## config.mk

```make
export PLATFORM = sky130hd
export DESIGN_NAME = capture_timestamp_extender_flat
export DESIGN_NICKNAME = d
export VERILOG_FILES = /design/src/hw/rtl/cte_pkg.sv /design/src/hw/rtl/cte_if.sv /design/src/hw/rtl/capture_timestamp_extender.sv /design/src/hw/rtl/cte_core.sv /design/src/flat_wrapper.sv
export VERILOG_INCLUDE_DIRS = /design/src /design/src/hw/rtl
export SDC_FILE = /design/constraint.sdc
export NUM_CORES = 1
export LEC_CHECK = 0
export BUFFER_PORTS_ARGS = -buffer_cell sky130_fd_sc_hd__buf_2
export CORE_MARGIN = 2
export CORE_UTILIZATION = 32
export CTS_CLUSTER_DIAMETER = 30
export DETAILED_ROUTE_END_ITERATION = 8
export GPL_TIMING_DRIVEN = 0
export PLACE_DENSITY_LB_ADDON = 0.08
export SLEW_MARGIN = 15
export SYNTH_ARGS = -nofsm -noshare
export SYNTH_HDL_FRONTEND = slang
export SYNTH_SLANG_ARGS = --single-unit
```

## constraint.sdc

```tcl
create_clock -name i_clk -period 3.8 [get_ports i_clk]
set_input_delay 0 -clock i_clk [delete_from_list [all_inputs] [get_ports i_clk]]
set_output_delay 0 -clock i_clk [all_outputs]
set_load 0.05 [all_outputs]
```

## src/hw/rtl/capture_timestamp_extender_assert.svh

```systemverilog
// Assertion macros shared by the capture timestamp extender RTL.
// Included by modules that carry concurrent checks; no other dependencies.
`ifndef CAPTURE_TIMESTAMP_EXTENDER_ASSERT_SVH
`define CAPTURE_TIMESTAMP_EXTENDER_ASSERT_SVH

`ifndef ASSERT_OFF
// Same-cycle implication, disabled during reset
`define CTE_ASSERT_NOW(label, clk, rst_n, ante, cons, msg) \
    label: assert property (@(posedge clk) disable iff (!(rst_n)) (ante) |-> (cons)) \
        else $error(msg);
// Next-cycle implication, disabled during reset
`define CTE_ASSERT_NEXT(label, clk, rst_n, ante, cons, msg) \
    label: assert property (@(posedge clk) disable iff (!(rst_n)) (ante) |=> (cons)) \
        else $error(msg);
`else
`define CTE_ASSERT_NOW(label, clk, rst_n, ante, cons, msg)
`define CTE_ASSERT_NEXT(label, clk, rst_n, ante, cons, msg)
`endif

`endif

```

## src/hw/rtl/cte_pkg.sv

```systemverilog
// Package for the capture timestamp extender: widths, codes, control struct.
// No dependencies; used by the interfaces, cte_core and the top level.
`default_nettype none

package cte_pkg;

    localparam int CNT_W   = 16;
    localparam int STAMP_W = 2 * CNT_W;
    localparam int PEND_W  = 2;

    // Bit positions in the pending mask
    localparam int PEND_RISE_BIT = 0;
    localparam int PEND_FALL_BIT = 1;

    // Word kinds on the input channel
    typedef enum logic {
        MODE_EVENT = 1'b0,
        MODE_POLL  = 1'b1
    } t_mode;

    // Accept strobes from the handshake logic to the core
    typedef struct packed {
        logic ev_acc;
        logic poll_acc;
    } t_cte_ctrl;

    // Extended stamp: a capture at or below the timer value was taken after the wrap
    function automatic logic [STAMP_W-1:0] make_stamp(
        input logic [CNT_W-1:0] cnt,
        input logic [CNT_W-1:0] cap,
        input logic [CNT_W-1:0] tv
    );
        logic [CNT_W-1:0] hi;
        hi = (cap <= tv) ? cnt + CNT_W'(1) : cnt;
        return {hi, cap};
    endfunction

endpackage

`default_nettype wire

```

## src/hw/rtl/cte_if.sv

```systemverilog
// Valid/ready channel interfaces for the capture timestamp extender.
// Depends on cte_pkg for field widths.
`default_nettype none

// Input channel: overflow events and polls
interface cte_evt_if;
    import cte_pkg::*;

    logic               valid;
    logic               ready;
    logic               mode;
    logic               overflow_seen;
    logic               rising_loaded;
    logic               falling_loaded;
    logic [CNT_W-1:0]   timer_value;
    logic [CNT_W-1:0]   rising_capture;
    logic [CNT_W-1:0]   falling_capture;

    modport source (
        output valid, mode, overflow_seen, rising_loaded, falling_loaded,
               timer_value, rising_capture, falling_capture,
        input  ready
    );
    modport sink (
        input  valid, mode, overflow_seen, rising_loaded, falling_loaded,
               timer_value, rising_capture, falling_capture,
        output ready
    );
endinterface

// Result channel: poll replies
interface cte_res_if;
    import cte_pkg::*;

    logic               valid;
    logic               ready;
    logic [PEND_W-1:0]  pending_mask;
    logic [STAMP_W-1:0] rising_stamp;
    logic [STAMP_W-1:0] falling_stamp;

    modport source (
        output valid, pending_mask, rising_stamp, falling_stamp,
        input  ready
    );
    modport sink (
        input  valid, pending_mask, rising_stamp, falling_stamp,
        output ready
    );
endinterface

`default_nettype wire

```

## src/hw/rtl/capture_timestamp_extender.sv

```systemverilog
// A poll word's reply is registered into the output register as the poll is accepted.
// Throughput: one word per cycle; an event is taken even while a reply waits,
// a poll waits only while the single output register is full and not drained.
// Reset (synchronous, active low) clears the overflow count, both stamps,
// the pending bits and the output valid flag.
`default_nettype none
`include "capture_timestamp_extender_assert.svh"

module capture_timestamp_extender (
    input  logic      i_clk,
    input  logic      i_rst_n,
    cte_evt_if.sink   i_evt,
    cte_res_if.source o_res
);
    import cte_pkg::*;

    t_cte_ctrl          w_ctrl;
    logic               w_is_poll;
    logic [PEND_W-1:0]  w_mask;
    logic [STAMP_W-1:0] w_rise;
    logic [STAMP_W-1:0] w_fall;
    logic               r_out_valid, n_out_valid;
    logic [PEND_W-1:0]  r_mask;
    logic [STAMP_W-1:0] r_rise;
    logic [STAMP_W-1:0] r_fall;

    // Handshake: only a poll needs room in the output register
    assign w_is_poll     = (i_evt.mode == MODE_POLL);
    assign i_evt.ready   = !w_is_poll || !r_out_valid || o_res.ready;
    assign w_ctrl.ev_acc   = i_evt.valid && i_evt.ready && !w_is_poll;
    assign w_ctrl.poll_acc = i_evt.valid && i_evt.ready && w_is_poll;

    cte_core u_core (
        .i_clk             (i_clk),
        .i_rst_n           (i_rst_n),
        .i_ctrl            (w_ctrl),
        .i_overflow_seen   (i_evt.overflow_seen),
        .i_rising_loaded   (i_evt.rising_loaded),
        .i_falling_loaded  (i_evt.falling_loaded),
        .i_timer_value     (i_evt.timer_value),
        .i_rising_capture  (i_evt.rising_capture),
        .i_falling_capture (i_evt.falling_capture),
        .o_pending_mask    (w_mask),
        .o_rising_stamp    (w_rise),
        .o_falling_stamp   (w_fall)
    );

    // Output valid
    always_comb begin
        n_out_valid = r_out_valid;
        if (w_ctrl.poll_acc) begin
            n_out_valid = 1'b1;
        end else if (o_res.ready) begin
            n_out_valid = 1'b0;
        end
    end

    always_ff @(posedge i_clk) begin
        if (!i_rst_n) begin
            r_out_valid <= 1'b0;
        end else begin
            r_out_valid <= n_out_valid;
        end
    end

    // Output payload, loaded on a poll
    always_ff @(posedge i_clk) begin
        if (w_ctrl.poll_acc) begin
            r_mask <= w_mask;
            r_rise <= w_rise;
            r_fall <= w_fall;
        end
    end

    assign o_res.valid         = r_out_valid;
    assign o_res.pending_mask  = r_mask;
    assign o_res.rising_stamp  = r_rise;
    assign o_res.falling_stamp = r_fall;

    // Checks
    `CTE_ASSERT_NEXT(a_poll_reply, i_clk, i_rst_n, w_ctrl.poll_acc,
        r_out_valid, "poll accepted but no reply registered")
    `CTE_ASSERT_NOW(a_stall_cause, i_clk, i_rst_n, !i_evt.ready,
        r_out_valid && !o_res.ready && w_is_poll, "input stalled without a full output")
    `CTE_ASSERT_NEXT(a_reply_hold, i_clk, i_rst_n, o_res.valid && !o_res.ready,
        o_res.valid && $stable(r_mask) && $stable(r_rise) && $stable(r_fall),
        "reply dropped or changed while stalled")

endmodule

`default_nettype wire

```

## src/hw/rtl/cte_core.sv

```systemverilog
// Stamp core: overflow counter, stored rising/falling stamps and pending bits.
// Depends on cte_pkg and capture_timestamp_extender_assert.svh.
`default_nettype none
`include "capture_timestamp_extender_assert.svh"

module cte_core (
    input  logic                        i_clk,
    input  logic                        i_rst_n,
    input  cte_pkg::t_cte_ctrl          i_ctrl,
    input  logic                        i_overflow_seen,
    input  logic                        i_rising_loaded,
    input  logic                        i_falling_loaded,
    input  logic [cte_pkg::CNT_W-1:0]   i_timer_value,
    input  logic [cte_pkg::CNT_W-1:0]   i_rising_capture,
    input  logic [cte_pkg::CNT_W-1:0]   i_falling_capture,
    output logic [cte_pkg::PEND_W-1:0]  o_pending_mask,
    output logic [cte_pkg::STAMP_W-1:0] o_rising_stamp,
    output logic [cte_pkg::STAMP_W-1:0] o_falling_stamp
);
    import cte_pkg::*;

    logic [CNT_W-1:0]   r_ovf_cnt,   n_ovf_cnt;
    logic [STAMP_W-1:0] r_rise_time, n_rise_time;
    logic [STAMP_W-1:0] r_fall_time, n_fall_time;
    logic [PEND_W-1:0]  r_pending,   n_pending;
    logic               w_ovf_evt;

    // Of the events, only those with the overflow flag set touch the state
    assign w_ovf_evt = i_ctrl.ev_acc && i_overflow_seen;

    // Next state
    always_comb begin
        n_ovf_cnt   = r_ovf_cnt;
        n_rise_time = r_rise_time;
        n_fall_time = r_fall_time;
        n_pending   = r_pending;
        if (i_ctrl.poll_acc) begin
            n_pending = '0;
        end else if (w_ovf_evt) begin
            if (i_rising_loaded) begin
                n_rise_time = make_stamp(r_ovf_cnt, i_rising_capture, i_timer_value);
                n_pending[PEND_RISE_BIT] = 1'b1;
            end
            if (i_falling_loaded) begin
                n_fall_time = make_stamp(r_ovf_cnt, i_falling_capture, i_timer_value);
                n_pending[PEND_FALL_BIT] = 1'b1;
            end
            n_ovf_cnt = r_ovf_cnt + CNT_W'(1);
        end
    end

    // State registers, all cleared by reset
    always_ff @(posedge i_clk) begin
        if (!i_rst_n) begin
            r_ovf_cnt   <= '0;
            r_rise_time <= '0;
            r_fall_time <= '0;
            r_pending   <= '0;
        end else begin
            r_ovf_cnt   <= n_ovf_cnt;
            r_rise_time <= n_rise_time;
            r_fall_time <= n_fall_time;
            r_pending   <= n_pending;
        end
    end

    // Poll reply reflects state before this word
    assign o_pending_mask  = r_pending;
    assign o_rising_stamp  = r_rise_time;
    assign o_falling_stamp = r_fall_time;

    // Checks
    `CTE_ASSERT_NEXT(a_cnt_inc, i_clk, i_rst_n, w_ovf_evt,
        r_ovf_cnt == $past(r_ovf_cnt) + CNT_W'(1), "overflow count did not advance")
    `CTE_ASSERT_NEXT(a_poll_clr, i_clk, i_rst_n, i_ctrl.poll_acc,
        r_pending == '0, "pending bits not cleared by poll")
    `CTE_ASSERT_NEXT(a_idle_hold, i_clk, i_rst_n, !w_ovf_evt && !i_ctrl.poll_acc,
        $stable(r_pending) && $stable(r_ovf_cnt), "state changed without a word")

endmodule

`default_nettype wire

```

## src/flat_wrapper.sv

```systemverilog
// flat-port wrapper written by rule: the top's interface ports become plain ports
module capture_timestamp_extender_flat import cte_pkg::*;
  (i_clk, i_rst_n, i_evt_valid, i_evt_mode, i_evt_overflow_seen, i_evt_rising_loaded, i_evt_falling_loaded, i_evt_timer_value, i_evt_rising_capture, i_evt_falling_capture, i_evt_ready, o_res_valid, o_res_pending_mask, o_res_rising_stamp, o_res_falling_stamp, o_res_ready);
  cte_evt_if i_evt_i ();
  cte_res_if o_res_i ();
  input  logic i_clk;
  input  logic i_rst_n;
  input wire logic [$bits(i_evt_i.valid)-1:0] i_evt_valid;
  input wire logic [$bits(i_evt_i.mode)-1:0] i_evt_mode;
  input wire logic [$bits(i_evt_i.overflow_seen)-1:0] i_evt_overflow_seen;
  input wire logic [$bits(i_evt_i.rising_loaded)-1:0] i_evt_rising_loaded;
  input wire logic [$bits(i_evt_i.falling_loaded)-1:0] i_evt_falling_loaded;
  input wire logic [$bits(i_evt_i.timer_value)-1:0] i_evt_timer_value;
  input wire logic [$bits(i_evt_i.rising_capture)-1:0] i_evt_rising_capture;
  input wire logic [$bits(i_evt_i.falling_capture)-1:0] i_evt_falling_capture;
  output wire logic [$bits(i_evt_i.ready)-1:0] i_evt_ready;
  output wire logic [$bits(o_res_i.valid)-1:0] o_res_valid;
  output wire logic [$bits(o_res_i.pending_mask)-1:0] o_res_pending_mask;
  output wire logic [$bits(o_res_i.rising_stamp)-1:0] o_res_rising_stamp;
  output wire logic [$bits(o_res_i.falling_stamp)-1:0] o_res_falling_stamp;
  input wire logic [$bits(o_res_i.ready)-1:0] o_res_ready;
  assign i_evt_i.valid = i_evt_valid;
  assign i_evt_i.mode = i_evt_mode;
  assign i_evt_i.overflow_seen = i_evt_overflow_seen;
  assign i_evt_i.rising_loaded = i_evt_rising_loaded;
  assign i_evt_i.falling_loaded = i_evt_falling_loaded;
  assign i_evt_i.timer_value = i_evt_timer_value;
  assign i_evt_i.rising_capture = i_evt_rising_capture;
  assign i_evt_i.falling_capture = i_evt_falling_capture;
  assign i_evt_ready = i_evt_i.ready;
  assign o_res_valid = o_res_i.valid;
  assign o_res_pending_mask = o_res_i.pending_mask;
  assign o_res_rising_stamp = o_res_i.rising_stamp;
  assign o_res_falling_stamp = o_res_i.falling_stamp;
  assign o_res_i.ready = o_res_ready;
  capture_timestamp_extender u_core (.i_clk(i_clk), .i_rst_n(i_rst_n), .i_evt(i_evt_i), .o_res(o_res_i));
endmodule
```

==> metrics.yaml, run 1 <==
clk_latency_ps: 430
syn_area_mm2: 0.006693
slew-limit-headroom: 0.3541
area_growth_syn_to_layout_pct: 28.77
post-cts-setup-buffer-count: 0
cp.required_ps: 4110
drv_cap: 0
grt_max_degree: 27
drive_gt1_frac: 0.2145
cp-end-kind: "flip-flop"
max-vdd-ir-drop_uv: 314.2
worstPathArrival_ps: 2680
drtPass1Iterations: 5
cts-root-buf: "clkbuf_16"
start_util: 0.3286
die_y_um: 148.6
min_path_type: "input port to flip-flop"
fin_ws_ps: 1431
fp.dieW_um: 148.6
finalCriticalPeriod_ps: 2369
synth_top_area_cell: "edfxtp_1"
dr.first_iter.drc_count: 314
gr-total-overflow: 0
numCtsBuffers: 17
synth-seq-cells: 149
path_class: "input port to flip-flop"
rsz0062_at_grt: "false"
async_flop_share: 0
post_cts_resized: 0
hold_viol: 0
netlist.area_leader.share: 0.2961
synth_area_leaders: "edfxtp_1 30%, dfxtp_1 25%, ha_1 6.2%"
syn-num-nets: 741
max_freq_mhz: 422.2
clk_pin_slew_ps: 60
synth_cell_type_count: 50
via_per_inst: 4.974
htreeDepth: 4
critPathLaunchType: "input port"
yosysSeqAreaShare: 0.5444
drc: 0
hold_start: "i_evt_mode"
clockBufferDepth: 2
seqCellArea_mm2: 0.003643
worst_slew_pin_slew_ps: 958.7
outcome: "completed"
numClockSinks: 149
p_leak_uw: 0.003229
cts_tree: "done"
fillerInstances: 2006
avgSynthCellArea_um2: 10.26
wire_per_inst_um: 17.23
reg2reg_to: "u_core.u_core.o_falling_stamp[30]$_SDFFE_PN0P_"
min_path_cells: 4
reg2reg_depth: 8
synth_cells: 652
synth_warnings: 0
io_buffers: 123
ios: 124
num_antenna_cells: 0
core_mm2: 0.02036
gp_congestion: 0.8345
ant_nets: 0
fin_skew_ps: 5.461
timing.rr.start: "u_core.u_core.r_ovf_cnt[0]$_SDFFE_PN0P_"
finalNetCount: 920
multi_input_area_mm2: 0.002795
period_share: 0.6233
synth-main-ff-cell: "dfxtp_1"
critPathMaxFanout: 10
hpwl_um: 14530
ff2ff_setup_slack_ps: 1570
dr_total_vias: 5541
setup_viol: 0
grt_pass1_vias: 5608
synth_edf_count: 66
antenna_found_initial: 0
power.density_mw_per_mm2: 439.4
gr-usage-all-layers: 0.1787
dieArea_mm2: 0.02209
placementRows: 52
grt_pass1_wl_um: 30100
finalMaxSlewViolations: 0
tns_ps: 0
min_to: "u_core.u_core.r_ovf_cnt[1]$_SDFFE_PN0P_"
wl_um: 19190
place_ws_ps: 1569
-- worst max-delay path by stage --
stage / start / to / slack, ps / cells after the start
floorplan: u_core.o_res.valid$_SDFFE_PN0P_ / u_core.o_res.falling_stamp[0]$_DFFE_PP_ / 930 / 2
global placement: u_core.o_res.valid$_SDFFE_PN0P_ / u_core.o_res.rising_stamp[24]$_DFFE_PP_ / 220 / 2
detailed placement: i_evt_timer_value[15] / u_core.u_core.o_falling_stamp[22]$_SDFFE_PN0P_ / 1570 / 9
CTS: i_evt_falling_capture[14] / u_core.u_core.o_falling_stamp[22]$_SDFFE_PN0P_ / 1510 / 9
global route: u_core.u_core.r_ovf_cnt[0]$_SDFFE_PN0P_ / u_core.u_core.o_falling_stamp[30]$_SDFFE_PN0P_ / 1290 / 8
finish: i_evt_falling_capture[13] / u_core.u_core.o_falling_stamp[22]$_SDFFE_PN0P_ / 1430 / 9
-- metal layers --
metal / share of wire / vias to the layer above / GRT usage
li1: - / 2734 / -
met1: 0.44 / 2657 / 0.2201
met2: 0.50 / 128 / 0.3169
met3: 0.038 / 22 / 0.02945
met4: 0.015 / 0 / 0.06190
met5: 0 / - / 0
-- through the flow --
stage | instances | utilization | power (µW) | instance area (µm²) | hold WS, ps
4_1_cts | 1114 | 0.4232 | 3835 | 8618 | 22.02
5_1_grt | 1114 | 0.4232 | 3956 | 8618 | 60.64
6_report | 1114 | 0.4232 | 3787 | 8618 | 27.11
3_3_place_gp | 1045 | 0.3756 | 2174 | 7649 | 281.5
3_5_place_dp | 1047 | 0.3782 | 2185 | 7701 | 283.6
2_1_floorplan | 652 | - | 2044 | 6695 | 144.9
-- cells in the mapped netlist (2+ instances only) --
library cell and n:
o211ai_1 4, a21boi_0 40, inv_1 20, mux2i_1 2, and2_1 9, nor2_1 31, nand4_2 2, buf_1 2
a21oi_1 23, or3_1 24, buf_6 3, ha_1 33, a31oi_1 14, a211oi_1 7, o21ai_0 55, xnor2_1 4
nand2b_1 5, nand2_1 98, a21boi_1 4, a21o_1 7, nor3_1 3, nand3_1 16, buf_2 5, nor2b_1 5
and3_1 4, and4_1 6, nor3b_1 6, edfxtp_1 66, nand4_1 18, clkbuf_1 28, dfxtp_1 83, a211oi_2 6
nor4_2 2
-- sequential cells by signal, summed over array words and instances (netlist names) --
name	flops
u_core.o_res.falling_stamp	32
u_core.o_res.pending_mask	2
u_core.o_res.rising_stamp	32
u_core.o_res.valid	1
u_core.u_core.o_falling_stamp	32
u_core.u_core.o_pending_mask	2
u_core.u_core.o_rising_stamp	32
u_core.u_core.r_ovf_cnt	16
-- critical path, stage by stage --
cell           delay, ps
dlygate4sd3_1        540
buf_2                130
ha_1                 300
nand4_2              160
nor4_2               510
nand2_1              330
buf_2                290
a211oi_1             320
a211oi_2              80
-- power breakdown --
| part | switching [µW] | internal (µW) | leakage (µW) |
|---|---|---|---|
| registers | 19.6 | 1720 | 0.00130 |
| logic | 286 | 146 | 0.00166 |
| clock network | 749 | 863 | 0.000270 |
| total | 1050 | 2730 | 0.00323 |
-- cell usage in the layout (no fill, tap or decap), drive strengths merged, types with 5 or more instances in the layout --
cell type    synthesis  final
nand2b               5      5
inv                 20     28
dfxtp               83     83
nor2b                5      5
a211oi              13     13
buf                 11    136
edfxtp              66     66
nor2                31     31
and4                 6      6
ha                  33     33
or3                 24     24
o21ai               55     55
a21o                 7      7
nand4               21     21
a31oi               15     15
nand3               16     16
nor3b                6      6
a21boi              44     44
clkbuf              28     45
nand2               98     98
dlygate4sd3          0     35
and2                10     10
a21oi               23     23
-- repair_timing --
action,4_1_cts,5_1_grt
hold buffers,35,0
endpoints found under the hold margin,34,0
endpoints found under the setup margin,0,0
-- logic make-up after synthesis --
group                      Yosys count  synth area share
muxes                                2          0.002991
buffers and inverters               59           0.03907
DFF                                149            0.5444
adders and majority gates           33           0.06169
and+or+nand+nor                    236            0.1806
AOI/OAI and AO/OA                  169            0.1660
xor gates and xnor gates             4          0.005234
-- layout make-up --
class / count / share of cell area
Inverter: 20 / 0.008711
Timing Repair Buffer: 160 / 0.1176
Multi-Input combinational cell: 444 / 0.3243
Clock buffer: 17 / 0.04936
Buffer: 39 / 0.02163
Tap cell: 270 / 0.03920
Clock inverter: 15 / 0.01641
Sequential cell: 149 / 0.4228
No activity file was read; power rests on OpenSTA's default activity.
==> run 2: changes to the inputs <==
==> constraint.sdc (replaced) <==
create_clock -name i_clk -period 2.15 [get_ports i_clk]
set_input_delay 0 -clock i_clk [delete_from_list [all_inputs] [get_ports i_clk]]
set_output_delay 0 -clock i_clk [all_outputs]
set_load 0.05 [all_outputs]
==> metrics.yaml, run 2 (synthesis gave the netlist of run 1 again) <==
outcome: "finished, violations left"
violations: "negative hold slack"
cp-end-kind: "flip-flop"
place_ws_ps: -60.73
multi_input_area_mm2: 0.002867
period_share: 0.9827
fillerInstances: 1986
hold_viol: 1
io_buffers: 123
hpwl_um: 14460
numClockSinks: 149
area_growth_syn_to_layout_pct: 30.70
path_cells: "dlygate4sd3_1 -> buf_4 -> ha_4 -> nand4_1 -> nor4_4 -> a21bo_1 -> buf_6 -> nand4_4 -> nor4b_1 -> nor3_1"
slew-limit-headroom: 0.3342
crit_slowest_cell: "dlygate4sd3_1"
worst_slew_pin_slew_ps: 988.2
drc: 0
critPathMaxFanout: 8
grt_max_degree: 28
final_common_cell: "buf_2"
dieArea_mm2: 0.02209
cts-root-buf: "clkbuf_16"
finalNetCount: 925
numCtsBuffers: 17
fp.dieW_um: 148.6
power.density_mw_per_mm2: 765.0
num_antenna_cells: 0
share_seq_of_total_power: 0.460
p_int_uw: 4873
layout_common_cells: "126 x buf_2, 97 x nand2_1, 81 x dfxtp_1"
die_y_um: 148.6
gr-total-overflow: 0
utilization: 0.4295
seqCellArea_mm2: 0.003646
min_path_type: "input port to flip-flop"
max-vdd-ir-drop_uv: 494.9
grt_pass1_vias: 5482
drtPass1Iterations: 5
grt_pass1_wl_um: 29630
wire_per_inst_um: 17.15
drive_gt1_frac: 0.2320
clk_latency_ps: 430
via_per_inst: 4.935
p_leak_uw: 0.003271
max_freq_mhz: 473.3
gp_congestion: 0.8317
fin_skew_ps: 10.95
fin_hold_ws_ps: -18.49
swShare: 0.2719
total_power_uw: 6692
cp.required_ps: 2450
drv_cap: 0
setup_viol: 0
htreeDepth: 4
fin_ws_ps: 37.12
dr_total_vias: 5522
ios: 124
crit_buf_inv: 3
cpPeakStageDelay_ps: 540
finalCriticalPeriod_ps: 2113
placementRows: 52
wl_um: 19190
worstPathArrival_ps: 2410
ant_nets: 0
combPwrFrac: 0.120
tns_ps: 0
clk_pin_slew_ps: 60
p_clk_frac: 0.420
finalMaxSlewViolations: 0
start_util: 0.3286
path_class: "input port to flip-flop"
core_mm2: 0.02036
cp_top_family: "simple AND/OR/NAND/NOR gates"
critPathLaunchType: "input port"
cts_tree: "done"
gr-usage-all-layers: 0.1764
antenna_found_initial: 0
dr.first_iter.drc_count: 321
p_sw_uw: 1819
clockBufferDepth: 2
run 2: through the flow:
| step | cell area [µm²] | instances | hold slack, ps |
|---|---|---|---|
| 3_5_place_dp | 7701 | 1047 | 284.5 |
| 6_report | 8747 | 1119 | -18.49 |
| 4_1_cts | 8612 | 1114 | 30.57 |
| 3_3_place_gp | 7654 | 1045 | 277.2 |
| 5_1_grt | 8747 | 1119 | 17.39 |
| 2_1_floorplan | 6700 | 652 | 144.9 |
run 2: what timing repair did:
item                                    CTS  global route
endpoints found under the hold margin    34             0
endpoints found under the setup margin    3            23
gates resized for setup                   0            17
hold buffers                             35             0
cloned                                    0             1
buffers inserted                          1             4
pin swaps                                 2            10
run 2: metal layers:
metal,GRT usage,share of wire,up-vias
met1,0.2179,0.44,2630
met2,0.3100,0.50,142
met4,0.05952,0.014,0
met5,0,0,-
li1,-,-,2731
met3,0.03282,0.044,19
run 2: worst register-to-register path: cells and delay by family (launching register included):
family	cells	cell delay, ps
buffers and inverters	1	230
and+or+nand+nor	5	1050
DFF	1	470
xor gates and xnor gates	1	130
run 2: worst paths after layout:
kind	from	endpoint	slack (ps)	cells after the start
setup / recovery	i_evt_falling_capture[9]	u_core.u_core.o_falling_stamp[31]$_SDFFE_PN0P_	40	10
hold / removal	i_evt_mode	u_core.u_core.r_ovf_cnt[1]$_SDFFE_PN0P_	-20	4
hold reg to reg	u_core.u_core.o_falling_stamp[30]$_SDFFE_PN0P_	u_core.o_res.falling_stamp[30]$_DFFE_PP_	420	0
setup reg to reg	u_core.u_core.r_ovf_cnt[5]$_SDFFE_PN0P_	u_core.u_core.r_ovf_cnt[15]$_SDFFE_PN0P_	170	7
run 2: area by class of cell:
cell class / count / area share
sequential: 149 / 0.4168
multi-input combinational: 444 / 0.3277
timing repair buffer: 166 / 0.1233
clock buffer: 19 / 0.05064
tap: 270 / 0.03862
buffer: 38 / 0.02131
clock inverter: 13 / 0.01302
inverter: 20 / 0.008582
run 2: power by group through the flow:
stage	sequential [µW]	clock [µW]	combinational (µW)
detailed placement	3140	0	719
global route	3090	3000	871
finish	3080	2810	803
global placement	3150	0	695
floorplan	3330	0	285
CTS	3080	2880	773
==> run 3: changes to the inputs <==
--- a/config.mk
+++ b/config.mk
@@ -13,6 +13,7 @@
 export DETAILED_ROUTE_END_ITERATION = 8
 export GPL_TIMING_DRIVEN = 0
 export PLACE_DENSITY_LB_ADDON = 0.08
+export RECOVER_POWER = 100
 export SLEW_MARGIN = 15
 export SYNTH_ARGS = -nofsm -noshare
 export SYNTH_HDL_FRONTEND = slang
==> constraint.sdc (replaced) <==
create_clock -name i_clk -period 2.4 [get_ports i_clk]
set_input_delay 0 -clock i_clk [delete_from_list [all_inputs] [get_ports i_clk]]
set_output_delay 0 -clock i_clk [all_outputs]
set_load 0.05 [all_outputs]
==> metrics.yaml, run 3 (synthesis gave the netlist of run 1 again) <==
hpwl_um: 14460
drtPass1Iterations: 4
die_y_um: 148.6
dieArea_mm2: 0.02209
clk_latency_ps: 430
swShare: 0.2719
cp_top_family: "simple AND/OR/NAND/NOR gates"
gp_congestion: 0.8317
start_util: 0.3286
grt_pass1_vias: 5464
core_mm2: 0.02036
ant_nets: 0
grt_pass1_wl_um: 29540
numClockSinks: 149
grt_max_degree: 28
slew-limit-headroom: 0.3447
p_sw_uw: 1615
io_buffers: 123
finalMaxSlewViolations: 0
worstPathArrival_ps: 2590
wire_per_inst_um: 17.12
cts-root-buf: "clkbuf_16"
htreeDepth: 4
cts_tree: "done"
clk_pin_slew_ps: 60
finalNetCount: 920
ios: 124
layout_common_cells: "102 x clkbuf_1, 97 x nand2_1, 83 x dfxtp_1"
worst_slew_pin_slew_ps: 972.6
min_path_type: "input port to flip-flop"
p_int_uw: 4326
ff2ff_setup_slack_ps: 220
final_area_mm2: 0.008518
max-vdd-ir-drop_uv: 439.7
drive_gt1_frac: 0.1303
instances_no_fill: 1114
drc: 0
critPathLaunchType: "input port"
gr-usage-all-layers: 0.1762
area_growth_syn_to_layout_pct: 27.28
antenna_found_initial: 0
share_seq_of_total_power: 0.465
period_share: 0.9573
numCtsBuffers: 17
path_class: "input port to flip-flop"
drv_cap: 0
fin_skew_ps: 11.17
fillerInstances: 2034
setup_viol: 0
critPathMaxFanout: 8
cp.required_ps: 2690
dr.first_iter.drc_count: 327
final_common_cell: "clkbuf_1"
power.density_mw_per_mm2: 697.5
cp-end-kind: "flip-flop"
post-cts-setup-buffer-count: 0
via_per_inst: 4.907
combPwrFrac: 0.113
outcome: "completed"
dpl.cell_count: 1047
crit_slowest_cell: "dlygate4sd3_1"
max_freq_mhz: 435.3
fin_ws_ps: 102.5
gr-total-overflow: 0
num_antenna_cells: 0
fp.dieW_um: 148.6
rsz0062_at_grt: "false"
hold_viol: 0
p_leak_uw: 0.003018
path_cells: "dlygate4sd3_1 -> clkbuf_1 -> ha_1 -> nand4_2 -> nor4_4 -> a21bo_1 -> buf_6 -> nand4_4 -> and2_0 -> o311ai_1"
clockBufferDepth: 2
place_ws_ps: 189.3
dr_total_vias: 5466
crit_buf_inv: 3
wl_um: 19070
dpl_cell_area_mm2: 0.007701
placementRows: 52
cpPeakStageDelay_ps: 540
finalCriticalPeriod_ps: 2298
p_clk_frac: 0.422
run 3: cell count changes in the layout (fill, tap and decap cells not counted), moves of 3 or more:
cell / delta
clkbuf_1: +75
buf_2: -69
buf_4: -6
and2_0: +5
and2_1: -5
a21boi_0: +4
a21boi_1: -4
ha_1: +3
ha_4: -3
run 3: power by group through the flow:
stage,Combinational [µW],Sequential (µW),Clock (µW)
finish,670,2760,2510
global route,729,2770,2690
CTS,692,2760,2580
detailed placement,645,2820,0
global placement,623,2820,0
floorplan,256,2980,0
run 3: layout make-up:
cell class	count	area [µm²]	area share
Timing Repair Buffer	160	912.1	0.1071
Clock buffer	19	442.9	0.05200
Tap cell	270	337.8	0.03966
Clock inverter	13	113.9	0.01337
Buffer	39	186.4	0.02189
Multi-Input combinational cell	444	2806	0.3295
Sequential cell	149	3643	0.4277
Inverter	20	75.07	0.008813
run 3: per-stage QoR:
step	power (µW)	TNS, ps	hold WS [ps]	util
6_report	5941	0	51.83	0.4183
5_1_grt	6189	0	81.73	0.4183
4_1_cts	6036	0	30.57	0.4227
3_5_place_dp	3461	0	284.5	0.3782
3_3_place_gp	3441	-846.3	277.2	0.3758
2_1_floorplan	3235	0	144.9	-
run 3: worst paths after layout:
kind                                                        from                                             end  depth (start not counted)
hold reg to reg   u_core.u_core.o_falling_stamp[30]$_SDFFE_PN0P_        u_core.o_res.falling_stamp[30]$_DFFE_PP_                          0
hold / removal                                        i_evt_mode         u_core.u_core.r_ovf_cnt[1]$_SDFFE_PN0P_                          4
setup reg to reg         u_core.u_core.r_ovf_cnt[0]$_SDFFE_PN0P_  u_core.u_core.o_falling_stamp[30]$_SDFFE_PN0P_                          8
setup / recovery                       i_evt_falling_capture[13]  u_core.u_core.o_falling_stamp[16]$_SDFFE_PN0P_                         10
run 3: tightest hold or removal path: stages:
cell	delay, ps
buf_2	120
nor2_1	140
nand2_1	100
a21boi_0	60
run 3: repair_timing:
item / in CTS / in global routing
hold endpoints to repair: 34 / 0
gates resized for setup: 0 / 2
setup endpoints to repair: 0 / 1
hold buffers: 35 / 0
run 3: metal layers:
metal	vias up	GRT usage	share of wire
met3	15	0.03129	0.041
met4	0	0.05952	0.013
met1	2603	0.2176	0.44
met2	124	0.3106	0.51
met5	-	0	0
li1	2724	-	-
